`src/hdl/cbe_pkg.sv`:
```
// ----------------------------------------------------------------------------
// cbe_pkg
// Shared constants, field widths and controller/datapath command types for the
// cubic-Bezier easing core.
// ----------------------------------------------------------------------------
`default_nettype none

package cbe_pkg;

  localparam int unsigned NewtonStepsDef  = 4;
  localparam int unsigned FractionBitsDef = 16;

  localparam int unsigned ProgW    = 17;
  localparam int unsigned CtrlXW   = 17;
  localparam int unsigned CtrlYW   = 18;
  localparam int unsigned OutW     = 18;
  localparam int unsigned CfgDataW = 18;
  localparam int unsigned CfgIdxW  = 2;

  typedef enum logic [CfgIdxW-1:0] {
    CFG_CTRL1_X = 2'd0,
    CFG_CTRL1_Y = 2'd1,
    CFG_CTRL2_X = 2'd2,
    CFG_CTRL2_Y = 2'd3
  } cfg_idx_t;

  typedef enum logic [2:0] {
    OP_NONE,
    OP_LOAD,
    OP_MUL,
    OP_WB,
    OP_SADD,
    OP_DIV,
    OP_TUPD,
    OP_OUT
  } dp_op_t;

  typedef enum logic [1:0] {
    OPA_A3,
    OPA_B2,
    OPA_COEF_A,
    OPA_ACC
  } opa_sel_t;

  typedef enum logic [2:0] {
    ADD_NONE,
    ADD_B,
    ADD_C,
    ADD_ACC,
    ADD_NEG_X
  } add_sel_t;

  typedef struct packed {
    dp_op_t   op;
    opa_sel_t opa;
    add_sel_t add;
    logic     dst_s;
    logic     coef_y;
  } dp_cmd_t;

  typedef struct packed {
    logic linear;
    logic slope_zero;
    logic div_done;
  } dp_stat_t;

endpackage

`default_nettype wire

```
`src/hdl/cbe_div.sv`:
```
// ----------------------------------------------------------------------------
// cbe_div
// Radix-2 restoring fixed-point divider, one quotient bit per cycle, with
// saturation when the integer part of the quotient reaches 64.
// ----------------------------------------------------------------------------
`default_nettype none

module cbe_div #(
  parameter int unsigned W = 23,
  parameter int unsigned F = 16
) (
  input  wire logic                clk,
  input  wire logic                rst_n,
  input  wire logic                start,
  input  wire logic signed [W-1:0] num,
  input  wire logic signed [W-1:0] den,
  output logic                     done,
  output logic signed [W-1:0]      quo
);

  localparam int unsigned MW = W - 1;
  localparam int unsigned QW = F + 6;
  localparam int unsigned CW = $clog2(QW + 1);

  logic          busy_r;
  logic          done_r;
  logic [CW-1:0] cnt_r;
  logic [MW-1:0] r_r;
  logic [QW-1:0] sh_r;
  logic [QW-1:0] q_r;
  logic [MW-1:0] md_r;
  logic          neg_r;

  logic [MW-1:0] mn;
  logic [MW-1:0] md;
  logic          ovf;
  logic [MW:0]   rs;
  logic          ge;
  logic [MW-1:0] rn;

  assign mn  = num[W-1] ? MW'(-num) : num[MW-1:0];
  assign md  = den[W-1] ? MW'(-den) : den[MW-1:0];
  assign ovf = {6'b0, mn} >= {md, 6'b0};
  assign rs  = {r_r, sh_r[QW-1]};
  assign ge  = rs >= {1'b0, md_r};
  assign rn  = ge ? MW'(rs - {1'b0, md_r}) : rs[MW-1:0];

  always_ff @(posedge clk) begin
    if (!rst_n) begin
      busy_r <= 1'b0;
      done_r <= 1'b0;
      cnt_r  <= '0;
    end else begin
      done_r <= 1'b0;
      if (start) begin
        neg_r <= num[W-1] ^ den[W-1];
        md_r  <= md;
        if (md == '0) begin
          q_r    <= '0;
          done_r <= 1'b1;
        end else if (ovf) begin
          q_r    <= '1;
          done_r <= 1'b1;
        end else begin
          r_r    <= MW'(mn >> 6);
          sh_r   <= {mn[5:0], {F{1'b0}}};
          q_r    <= '0;
          cnt_r  <= CW'(QW);
          busy_r <= 1'b1;
        end
      end else if (busy_r) begin
        r_r   <= rn;
        sh_r  <= sh_r << 1;
        q_r   <= {q_r[QW-2:0], ge};
        cnt_r <= cnt_r - 1'b1;
        if (cnt_r == CW'(1)) begin
          busy_r <= 1'b0;
          done_r <= 1'b1;
        end
      end
    end
  end

  assign done = done_r;
  assign quo  = neg_r ? -W'(q_r) : W'(q_r);

endmodule

`default_nettype wire

```
`src/hdl/cbe_dpath.sv`:
```
// ----------------------------------------------------------------------------
// cbe_dpath
// Datapath: configuration registers, curve coefficients, shared multiply and
// accumulate unit, divider, Newton update and output register.
// ----------------------------------------------------------------------------
`default_nettype none

module cbe_dpath import cbe_pkg::*; #(
  parameter int unsigned FRACTION_BITS = FractionBitsDef
) (
  input  wire logic                       clk,
  input  wire logic                       rst_n,
  input  wire logic                       cfg_we,
  input  wire logic [CfgIdxW-1:0]         cfg_index,
  input  wire logic [CfgDataW-1:0]        cfg_data,
  input  wire logic [ProgW-1:0]           progress,
  input  wire dp_cmd_t                    cmd,
  output dp_stat_t                        stat,
  output logic signed [OutW-1:0]          eased_value
);

  localparam int unsigned F  = FRACTION_BITS;
  localparam int unsigned W  = F + 7;
  localparam int unsigned MW = W - 1;
  localparam int unsigned TW = F + 2;
  localparam int unsigned SW = ((W > 18) ? W : 18) + 4;
  localparam int unsigned PW = MW + TW;
  localparam int unsigned HW = PW - F;

  localparam logic signed [SW-1:0] VlimS = SW'((64'sd1 <<< (F + 6)) - 64'sd1);
  localparam logic signed [SW-1:0] TmaxS = SW'((64'sd2 <<< F) - 64'sd1);
  localparam logic signed [SW-1:0] TminS = SW'(-(64'sd2 <<< F));
  localparam logic signed [SW-1:0] OneS  = SW'(64'sd1 <<< F);
  localparam logic signed [TW-1:0] OneT  = TW'(64'sd1 <<< F);
  localparam logic signed [TW-1:0] SnapT = TW'(((64'sd997 <<< F) + 64'sd999) / 64'sd1000);
  localparam logic [63:0]          One64 = 64'd1 << F;

  function automatic logic signed [W-1:0] sat_v(input logic signed [SW-1:0] v);
    logic signed [SW-1:0] r;
    if (v > VlimS) begin
      r = VlimS;
    end else if (v < -VlimS) begin
      r = -VlimS;
    end else begin
      r = v;
    end
    return W'(r);
  endfunction

  function automatic logic signed [TW-1:0] sat_tf(input logic signed [SW-1:0] v);
    logic signed [SW-1:0] r;
    if (v > TmaxS) begin
      r = TmaxS;
    end else if (v < TminS) begin
      r = TminS;
    end else begin
      r = v;
    end
    return TW'(r);
  endfunction

  logic [CtrlXW-1:0]        c1x_r;
  logic signed [CtrlYW-1:0] c1y_r;
  logic [CtrlXW-1:0]        c2x_r;
  logic signed [CtrlYW-1:0] c2y_r;

  logic [ProgW-1:0]         x_r;
  logic signed [TW-1:0]     t_r;
  logic signed [W-1:0]      acc_r;
  logic signed [W-1:0]      s_r;
  logic [PW-1:0]            prod_r;
  logic                     neg_r;
  logic signed [OutW-1:0]   eased_r;

  always_ff @(posedge clk) begin
    if (!rst_n) begin
      c1x_r <= '0;
      c1y_r <= '0;
      c2x_r <= CtrlXW'(65536);
      c2y_r <= CtrlYW'(65536);
    end else if (cfg_we) begin
      case (cfg_idx_t'(cfg_index))
        CFG_CTRL1_X: c1x_r <= cfg_data[CtrlXW-1:0];
        CFG_CTRL1_Y: c1y_r <= cfg_data;
        CFG_CTRL2_X: c2x_r <= cfg_data[CtrlXW-1:0];
        CFG_CTRL2_Y: c2y_r <= cfg_data;
        default: ;
      endcase
    end
  end

  logic signed [SW-1:0] p1x, p2x, p1y, p2y;
  logic signed [W-1:0]  ax, bx, cx, ay, by, cy;
  logic signed [W-1:0]  ca, cb, cc;
  logic                 linear;

  assign p1x = SW'({1'b0, c1x_r});
  assign p2x = SW'({1'b0, c2x_r});
  assign p1y = SW'(c1y_r);
  assign p2y = SW'(c2y_r);

  assign ax = sat_v(SW'(OneS - 3 * p2x + 3 * p1x));
  assign bx = sat_v(SW'(3 * p2x - 6 * p1x));
  assign cx = sat_v(SW'(3 * p1x));
  assign ay = sat_v(SW'(OneS - 3 * p2y + 3 * p1y));
  assign by = sat_v(SW'(3 * p2y - 6 * p1y));
  assign cy = sat_v(SW'(3 * p1y));

  assign ca = cmd.coef_y ? ay : ax;
  assign cb = cmd.coef_y ? by : bx;
  assign cc = cmd.coef_y ? cy : cx;

  assign linear = (c1x_r == '0) && (c1y_r == '0) &&
                  (64'(c2x_r) == One64) && (64'(c2y_r) == One64);

  // multiply stage
  logic signed [W-1:0] opa_v;
  logic [MW-1:0]       mag_a;
  logic [TW-1:0]       mag_t;

  always_comb begin
    case (cmd.opa)
      OPA_A3:     opa_v = sat_v(SW'(3 * SW'(ca)));
      OPA_B2:     opa_v = sat_v(SW'(2 * SW'(cb)));
      OPA_COEF_A: opa_v = ca;
      OPA_ACC:    opa_v = acc_r;
      default:    opa_v = acc_r;
    endcase
  end

  assign mag_a = opa_v[W-1] ? MW'(-opa_v) : opa_v[MW-1:0];
  assign mag_t = t_r[TW-1] ? TW'(-t_r) : TW'(t_r);

  // write-back stage
  logic [HW-1:0]        m_hi;
  logic [MW-1:0]        m_cl;
  logic signed [SW-1:0] prod_s;
  logic signed [SW-1:0] addend;
  logic signed [W-1:0]  wb_v;

  assign m_hi   = prod_r[PW-1:F];
  assign m_cl   = (|m_hi[HW-1:MW]) ? '1 : m_hi[MW-1:0];
  assign prod_s = neg_r ? -SW'(m_cl) : SW'(m_cl);

  always_comb begin
    case (cmd.add)
      ADD_NONE:  addend = '0;
      ADD_B:     addend = SW'(cb);
      ADD_C:     addend = SW'(cc);
      ADD_ACC:   addend = SW'(acc_r);
      ADD_NEG_X: addend = -SW'(x_r);
      default:   addend = '0;
    endcase
  end

  assign wb_v = sat_v(SW'(prod_s + addend));

  // divider
  logic signed [W-1:0] quo;
  logic                div_done;

  cbe_div #(
    .W (W),
    .F (F)
  ) u_div (
    .clk   (clk),
    .rst_n (rst_n),
    .start (cmd.op == OP_DIV),
    .num   (acc_r),
    .den   (s_r),
    .done  (div_done),
    .quo   (quo)
  );

  assign stat = '{linear: linear, slope_zero: (s_r == '0), div_done: div_done};

  // result
  logic signed [TW-1:0] yt;
  logic signed [TW-1:0] ys;

  assign yt = sat_tf(SW'(acc_r));
  assign ys = (yt >= SnapT) ? OneT : yt;

  always_ff @(posedge clk) begin
    case (cmd.op)
      OP_LOAD: begin
        x_r <= progress;
        t_r <= sat_tf(SW'(progress));
      end
      OP_MUL: begin
        prod_r <= PW'(mag_a) * PW'(mag_t);
        neg_r  <= opa_v[W-1] ^ t_r[TW-1];
      end
      OP_WB: begin
        if (cmd.dst_s) begin
          s_r <= wb_v;
        end else begin
          acc_r <= wb_v;
        end
      end
      OP_SADD: s_r <= sat_v(SW'(SW'(s_r) + SW'(cc)));
      OP_TUPD: t_r <= sat_tf(SW'(SW'(t_r) - SW'(quo)));
      OP_OUT:  eased_r <= linear ? OutW'(x_r) : OutW'(ys);
      default: ;
    endcase
  end

  assign eased_value = eased_r;

endmodule

`default_nettype wire

```
`src/hdl/cbe_ctrl.sv`:
```
// ----------------------------------------------------------------------------
// cbe_ctrl
// Sequencer: steps the datapath through slope, curve, divide and Newton
// update for each Newton step of an item, then through the final y evaluation.
// ----------------------------------------------------------------------------
`default_nettype none

module cbe_ctrl import cbe_pkg::*; #(
  parameter int unsigned NEWTON_STEPS = NewtonStepsDef
) (
  input  wire logic     clk,
  input  wire logic     rst_n,
  input  wire logic     in_valid,
  output logic          in_ready,
  output logic          out_valid,
  input  wire logic     out_ready,
  input  wire dp_stat_t stat,
  output dp_cmd_t       cmd
);

  localparam int unsigned IterW = $clog2(NEWTON_STEPS + 1);
  localparam logic [IterW-1:0] IterLast = IterW'(NEWTON_STEPS - 1);

  localparam logic [3:0] RowSlopeA = 4'd0;
  localparam logic [3:0] RowSlopeB = 4'd1;
  localparam logic [3:0] RowSlopeC = 4'd2;
  localparam logic [3:0] RowErrA   = 4'd3;
  localparam logic [3:0] RowErrB   = 4'd4;
  localparam logic [3:0] RowErrC   = 4'd5;
  localparam logic [3:0] RowYA     = 4'd6;
  localparam logic [3:0] RowYB     = 4'd7;
  localparam logic [3:0] RowYC     = 4'd8;

  typedef enum logic [3:0] {
    ST_IDLE,
    ST_MUL,
    ST_WB,
    ST_SADD,
    ST_CHK,
    ST_DIV,
    ST_DIVW,
    ST_TUPD,
    ST_FIN
  } state_t;

  state_t           state_r;
  logic [3:0]       row_r;
  logic [IterW-1:0] iter_r;
  logic             out_valid_r;
  logic             out_free;

  assign out_free  = !out_valid_r || out_ready;
  assign in_ready  = (state_r == ST_IDLE);
  assign out_valid = out_valid_r;

  always_comb begin
    cmd = '{op: OP_NONE, opa: OPA_ACC, add: ADD_NONE, dst_s: 1'b0, coef_y: 1'b0};
    case (row_r)
      RowSlopeA: cmd.opa = OPA_A3;
      RowSlopeB: cmd.opa = OPA_ACC;
      RowSlopeC: begin
        cmd.opa   = OPA_B2;
        cmd.add   = ADD_ACC;
        cmd.dst_s = 1'b1;
      end
      RowErrA: begin
        cmd.opa = OPA_COEF_A;
        cmd.add = ADD_B;
      end
      RowErrB: cmd.add = ADD_C;
      RowErrC: cmd.add = ADD_NEG_X;
      RowYA: begin
        cmd.opa    = OPA_COEF_A;
        cmd.add    = ADD_B;
        cmd.coef_y = 1'b1;
      end
      RowYB: begin
        cmd.add    = ADD_C;
        cmd.coef_y = 1'b1;
      end
      RowYC: cmd.coef_y = 1'b1;
      default: ;
    endcase
    case (state_r)
      ST_IDLE: if (in_valid) cmd.op = OP_LOAD;
      ST_MUL:  cmd.op = OP_MUL;
      ST_WB:   cmd.op = OP_WB;
      ST_SADD: cmd.op = OP_SADD;
      ST_DIV:  cmd.op = OP_DIV;
      ST_TUPD: cmd.op = OP_TUPD;
      ST_FIN:  if (out_free) cmd.op = OP_OUT;
      default: ;
    endcase
  end

  always_ff @(posedge clk) begin
    if (!rst_n) begin
      state_r     <= ST_IDLE;
      row_r       <= RowSlopeA;
      iter_r      <= '0;
      out_valid_r <= 1'b0;
    end else begin
      out_valid_r <= ((state_r == ST_FIN) && out_free) || (out_valid_r && !out_ready);
      case (state_r)
        ST_IDLE: begin
          if (in_valid) begin
            iter_r <= '0;
            row_r  <= RowSlopeA;
            state_r <= stat.linear ? ST_FIN : ST_MUL;
          end
        end
        ST_MUL: state_r <= ST_WB;
        ST_WB: begin
          case (row_r)
            RowSlopeC: state_r <= ST_SADD;
            RowErrC:   state_r <= ST_DIV;
            RowYC:     state_r <= ST_FIN;
            default: begin
              row_r   <= row_r + 4'd1;
              state_r <= ST_MUL;
            end
          endcase
        end
        ST_SADD: state_r <= ST_CHK;
        ST_CHK: begin
          row_r   <= stat.slope_zero ? RowYA : RowErrA;
          state_r <= ST_MUL;
        end
        ST_DIV: state_r <= ST_DIVW;
        ST_DIVW: if (stat.div_done) state_r <= ST_TUPD;
        ST_TUPD: begin
          if (iter_r == IterLast) begin
            row_r <= RowYA;
          end else begin
            iter_r <= iter_r + 1'b1;
            row_r  <= RowSlopeA;
          end
          state_r <= ST_MUL;
        end
        ST_FIN: begin
          if (out_free) begin
            state_r <= ST_IDLE;
          end
        end
        default: state_r <= ST_IDLE;
      endcase
    end
  end

  a_divw_entry: assert property (@(posedge clk) disable iff (!rst_n)
    state_r == ST_DIVW |-> $past(state_r) == ST_DIV || $past(state_r) == ST_DIVW)
    else $error("divider wait entered without a divide start");

  a_out_from_fin: assert property (@(posedge clk) disable iff (!rst_n)
    $rose(out_valid_r) |-> $past(state_r) == ST_FIN)
    else $error("result raised outside the finish state");

  a_accept_busy: assert property (@(posedge clk) disable iff (!rst_n)
    in_valid && in_ready |=> state_r != ST_IDLE)
    else $error("transfer accepted but sequencer stayed idle");

  a_iter_range: assert property (@(posedge clk) disable iff (!rst_n)
    iter_r <= IterLast)
    else $error("Newton step count out of range");

endmodule

`default_nettype wire

```
`src/hdl/cubic_bezier_easing_core.sv`:
```
// ----------------------------------------------------------------------------
// cubic_bezier_easing_core
// Flow: one item at a time; shorter when the slope reaches zero or a quotient
//   saturates, and shortest for the linear points, which skip the Newton steps.
//   Each Newton step runs the slope and curve evaluation, the divider and the
//   update of t.
//   A result still held on the output stalls the next one in the finish state.
// Reset: synchronous active-low rst_n; control points return to (0,0),(1,1).
// ----------------------------------------------------------------------------
`default_nettype none

module cubic_bezier_easing_core import cbe_pkg::*; #(
  parameter int unsigned NEWTON_STEPS  = NewtonStepsDef,
  parameter int unsigned FRACTION_BITS = FractionBitsDef
) (
  input  wire logic                 clk,
  input  wire logic                 rst_n,
  input  wire logic                 in_valid,
  output logic                      in_ready,
  input  wire logic [ProgW-1:0]     in_progress_in,
  output logic                      out_valid,
  input  wire logic                 out_ready,
  output logic signed [OutW-1:0]    out_eased_value,
  input  wire logic                 cfg_we,
  input  wire logic [CfgIdxW-1:0]   cfg_index,
  input  wire logic [CfgDataW-1:0]  cfg_data
);

  dp_cmd_t  cmd;
  dp_stat_t stat;

  cbe_ctrl #(
    .NEWTON_STEPS (NEWTON_STEPS)
  ) u_ctrl (
    .clk       (clk),
    .rst_n     (rst_n),
    .in_valid  (in_valid),
    .in_ready  (in_ready),
    .out_valid (out_valid),
    .out_ready (out_ready),
    .stat      (stat),
    .cmd       (cmd)
  );

  cbe_dpath #(
    .FRACTION_BITS (FRACTION_BITS)
  ) u_dpath (
    .clk         (clk),
    .rst_n       (rst_n),
    .cfg_we      (cfg_we),
    .cfg_index   (cfg_index),
    .cfg_data    (cfg_data),
    .progress    (in_progress_in),
    .cmd         (cmd),
    .stat        (stat),
    .eased_value (out_eased_value)
  );

endmodule

`default_nettype wire

```
`config.mk`:
```
export PLATFORM = sky130hd
export DESIGN_NAME = cubic_bezier_easing_core
export DESIGN_NICKNAME = d
export VERILOG_FILES = /design/src/hdl/cbe_pkg.sv /design/src/hdl/cbe_div.sv /design/src/hdl/cbe_dpath.sv /design/src/hdl/cbe_ctrl.sv /design/src/hdl/cubic_bezier_easing_core.sv
export SDC_FILE = /design/constraint.sdc
export NUM_CORES = 2
export LEC_CHECK = 0
export ABC_AREA = 1
export BUFFER_PORTS_ARGS = -buffer_cell sky130_fd_sc_hd__clkbuf_2
export CAP_MARGIN = 20
export CORE_ASPECT_RATIO = 1.75
export CORE_UTILIZATION = 29
export CTS_BUF_LIST = sky130_fd_sc_hd__clkbuf_4 sky130_fd_sc_hd__clkbuf_8
export DETAILED_ROUTE_END_ITERATION = 12
export PLACE_DENSITY = 0.5
export SLEW_MARGIN = 20
export SYNTH_ARGS = -nofsm -noshare
export SYNTH_HDL_FRONTEND = slang
export SYNTH_SLANG_ARGS = --single-unit
```
`constraint.sdc`:
```
create_clock -name clk -period 13.3 [get_ports clk]
set_clock_uncertainty 0.05 [all_clocks]
set_input_delay 0.665 -clock clk [delete_from_list [all_inputs] [get_ports clk]]
set_output_delay 0.665 -clock clk [all_outputs]
set_load 0.03 [all_outputs]
```
==> key figures <==
Status
  – Status: finished, violations left
  – Failing checks: setup timing

Route
  – Iteration-0 DRC Markers: roughly 2300
  – DR pass1 iterations: 8
  – Drt wl/cell: 19.6 um
  – DR vias: 46600
  – Wirelength, routed: 188000 um
  – DR DRC count: 0
  – ANT nets after route: 0
  – Via density: a little under 5

Synth
  – Syn Nets: roughly 7300
  – Synth cell types: 77
  – Mapped cell area: 45600 um2
  – Avg Synthesized Cell Area: around 7 um2
  – Post-synth EDFFs: 197
  – Post-synth top flop: edfxtp_1
  – Post-Syn Instances: 6423
  – Share of the yosys chip area belonging to registers: 0.169
  – #FFs+latches synth: 286
  – Asr flop ratio synth: 0
  – Synth warn: 0

Timing
  – Final worst path period need: 14.37 ns
  – Count of pins over their slew limit: 0
  – Final hold slack: 0.134 ns
  – Final Hold Viols: 0
  – Final setup TNS: -17.95 ns
  – FMAX: a little under 70 MHz
  – RSZ-0062 raised after global routing: yes
  – Max transition margin: 0.203
  – Fin crit share: 1.08
  – Setup-failing EPs final: 24
  – Final setup margin: -1.07 ns
  – Worst-margin pin slew: approximately 1.2 ns

Place
  – Routability cong.: 0.990
  – Port Buffer Count: between 60 and 70
  – Placed cell area: 56000 um2
  – Detail Placement HPWL: 160000 um

Finish
  – Synth-to-layout area growth: 31.9%
  – Non-Filler Cell Area, Final: 60100 um2
  – Final Util: 0.385
  – Share of cells above drive strength 1: 0.241
  – Nets: 8406

Die
  – Initial Utilization: 0.292
  – Die area: ~160000 um2
  – IO Count: 62
  – DIE WIDTH: about 300 um
  – Cell row count: about 190
  – Core ar.: 156000 um2
  – Die height: 527 um

Worst setup path
  – CP peak stage delay: 0.56 ns
  – Worst R2R Path Depth: 92
  – CP max stage cell: fa_1
  – Reg2Reg Launch Point: u_dpath.c2y_r[1]
  – Worst EP arrival: 14.79 ns
  – Crit. End Element: flop
  – Setup crit start: u_dpath.c2y_r[1]
  – Most frequent cell on the critical path: nand2_2
  – Critical Path RT: 13.72 ns
  – Startpoint types: flop
  – Setup CP Type: flop to flop
  – Critical Path Fanout Max: 7

Global route
  – Vias in the first global route: 49100
  – Tot GR Track Use: 0.236
  – First-pass GRT wire length: 282000 um
  – Pin count of the biggest net entering global routing: 53
  – Initial antenna violation count: 3
  – Overflow after GRT: 0

CTS
  – Clock root buffer master: clkbuf_8
  – Clock sinks: 286
  – CTS tree: yes
  – Clock tree buffer depth: 3
  – Cts hold-fix bufs: 0
  – CTS Buf Count: between 40 and 50
  – Worst-Skew Late Latency: 0.74 ns
  – Clock transition at the registers of the reported paths: 0.08 ns
  – H-tree lvl count: 2

Min path
  – Hold Crit Start: in_progress_in[15]
  – Worst hold path class: primary input to flop
  – Worst Hold Depth: 1

Run
  – Max Cap Violations: 0
## layout make-up
| class | instances | area [um2] |
|---|---|---|
| fill | 16600 | 96000 |
| multi-input combinational | 4770 | 35100 |
| timing repair buffer | 1181 | 9050 |
| sequential | 286 | 7720 |
| inverter | 1227 | 4660 |
| tap | 2037 | 2550 |
| clock buffer | 59 | 774 |
| clock inverter | 31 | 307 |
| timing repair inverter | 1 | 8.76 |
| antenna | 3 | 7.51 |
## flip-flops by register name (all words and copies together), names as in the netlist, 18 cells and up
| signal | count |
|---|---|
| u_dpath.u_div.md_r | 22 |
| u_dpath.acc_r | 23 |
| u_dpath.eased_value | 18 |
| u_dpath.c2y_r | 18 |
| u_dpath.t_r | 18 |
| u_dpath.c1y_r | 18 |
| u_dpath.u_div.q_r | 22 |
| u_dpath.u_div.r_r | 22 |
| u_dpath.prod_r | 24 |
| u_dpath.s_r | 23 |
## critical path, delay by kind of cell (launching register included)
kind	cells	cell delay [ns]
xor gates and xnor gates	3	0.46
buffers and inverters	20	2.06
adders and majority gates	15	5.15
and+or+nand+nor	42	4.04
DFF	1	0.36
AOI/OAI and AO/OA	12	1.97
## cell usage in the layout (no fill, tap or decap), types with 53 or more instances in the layout
cell type	count
inv_2	53
clkbuf_8	53
a21oi_2	56
edfxtp_1	197
o21ai_0	305
nand2_2	101
xnor2_1	57
nand2_1	1317
ha_1	469
a21oi_1	433
nand4_1	76
nor3_1	70
buf_4	1063
xor2_1	233
nor2_1	458
nand3_1	245
fa_1	320
inv_1	1153
clkbuf_2	61
dfxtp_1	80
## cells in the mapped netlist, types with 23 or more instances
master | n | share of area
nor2_1 | 518 | 0.043
nor4_1 | 26 | 0.0036
o22ai_1 | 23 | 0.0032
fa_1 | 332 | 0.15
xor2_1 | 254 | 0.049
xnor2_1 | 67 | 0.013
nand4_1 | 76 | 0.010
clkbuf_1 | 97 | 0.0080
o21ai_0 | 343 | 0.038
dfxtp_1 | 89 | 0.039
buf_2 | 25 | 0.0027
o21bai_1 | 38 | 0.0063
inv_1 | 1199 | 0.099
a21oi_1 | 489 | 0.054
nand2_2 | 32 | 0.0044
a31oi_1 | 25 | 0.0034
nand3_1 | 274 | 0.030
ha_1 | 517 | 0.14
edfxtp_1 | 197 | 0.13
nor3_1 | 79 | 0.0087
nand2_1 | 1411 | 0.12
or2_2 | 25 | 0.0034
## path summary, 6_finish.rpt
path                         to  slack [ns]
max          u_dpath.prod_r[37]       -1.07
min             u_dpath.x_r[15]        0.13
max reg2reg  u_dpath.prod_r[37]       -1.07
min reg2reg   u_dpath.c2y_r[11]        0.43
## kinds of logic after synthesis
family | Yosys count | share of synthesized area
xor gates and xnor gates | 321 | 0.0617
muxes | 1 | 0.000247
DFF | 286 | 0.169
AOI/OAI and AO/OA | 1103 | 0.136
buffers and inverters | 1367 | 0.115
adders and majority gates | 849 | 0.288
and+or+nand+nor | 2496 | 0.230
## through the flow
step	setup slack, ns	cells
after floorplan	-0.0122	6423
after global placement	-2.33	9404
after detailed placement	-2.37	9404
after CTS	-0.991	9551
after global routing	-1.77	9594
final	-1.07	9595
## routing by layer
layer	vias up	track usage	part of all wire	wire, um
li1	22800	-	-	-
met1	22200	0.220	0.33	62900
met2	1047	0.460	0.54	102000
met3	541	0.0164	0.027	4980
met4	2	0.192	0.096	18100
met5	-	0	0.000069	13
## repair_timing
| item | CTS | global route |
|---|---|---|
| setup buffers | 60 | 40 |
| pin swaps | 180 | 196 |
| gates resized for setup | 345 | 210 |
| endpoints found under the setup margin | 24 | 24 |
| gates cloned | 1 | 2 |
Power is not shown: default switching activity piles up to over one toggle a cycle in this logic, so the estimate is an artifact.
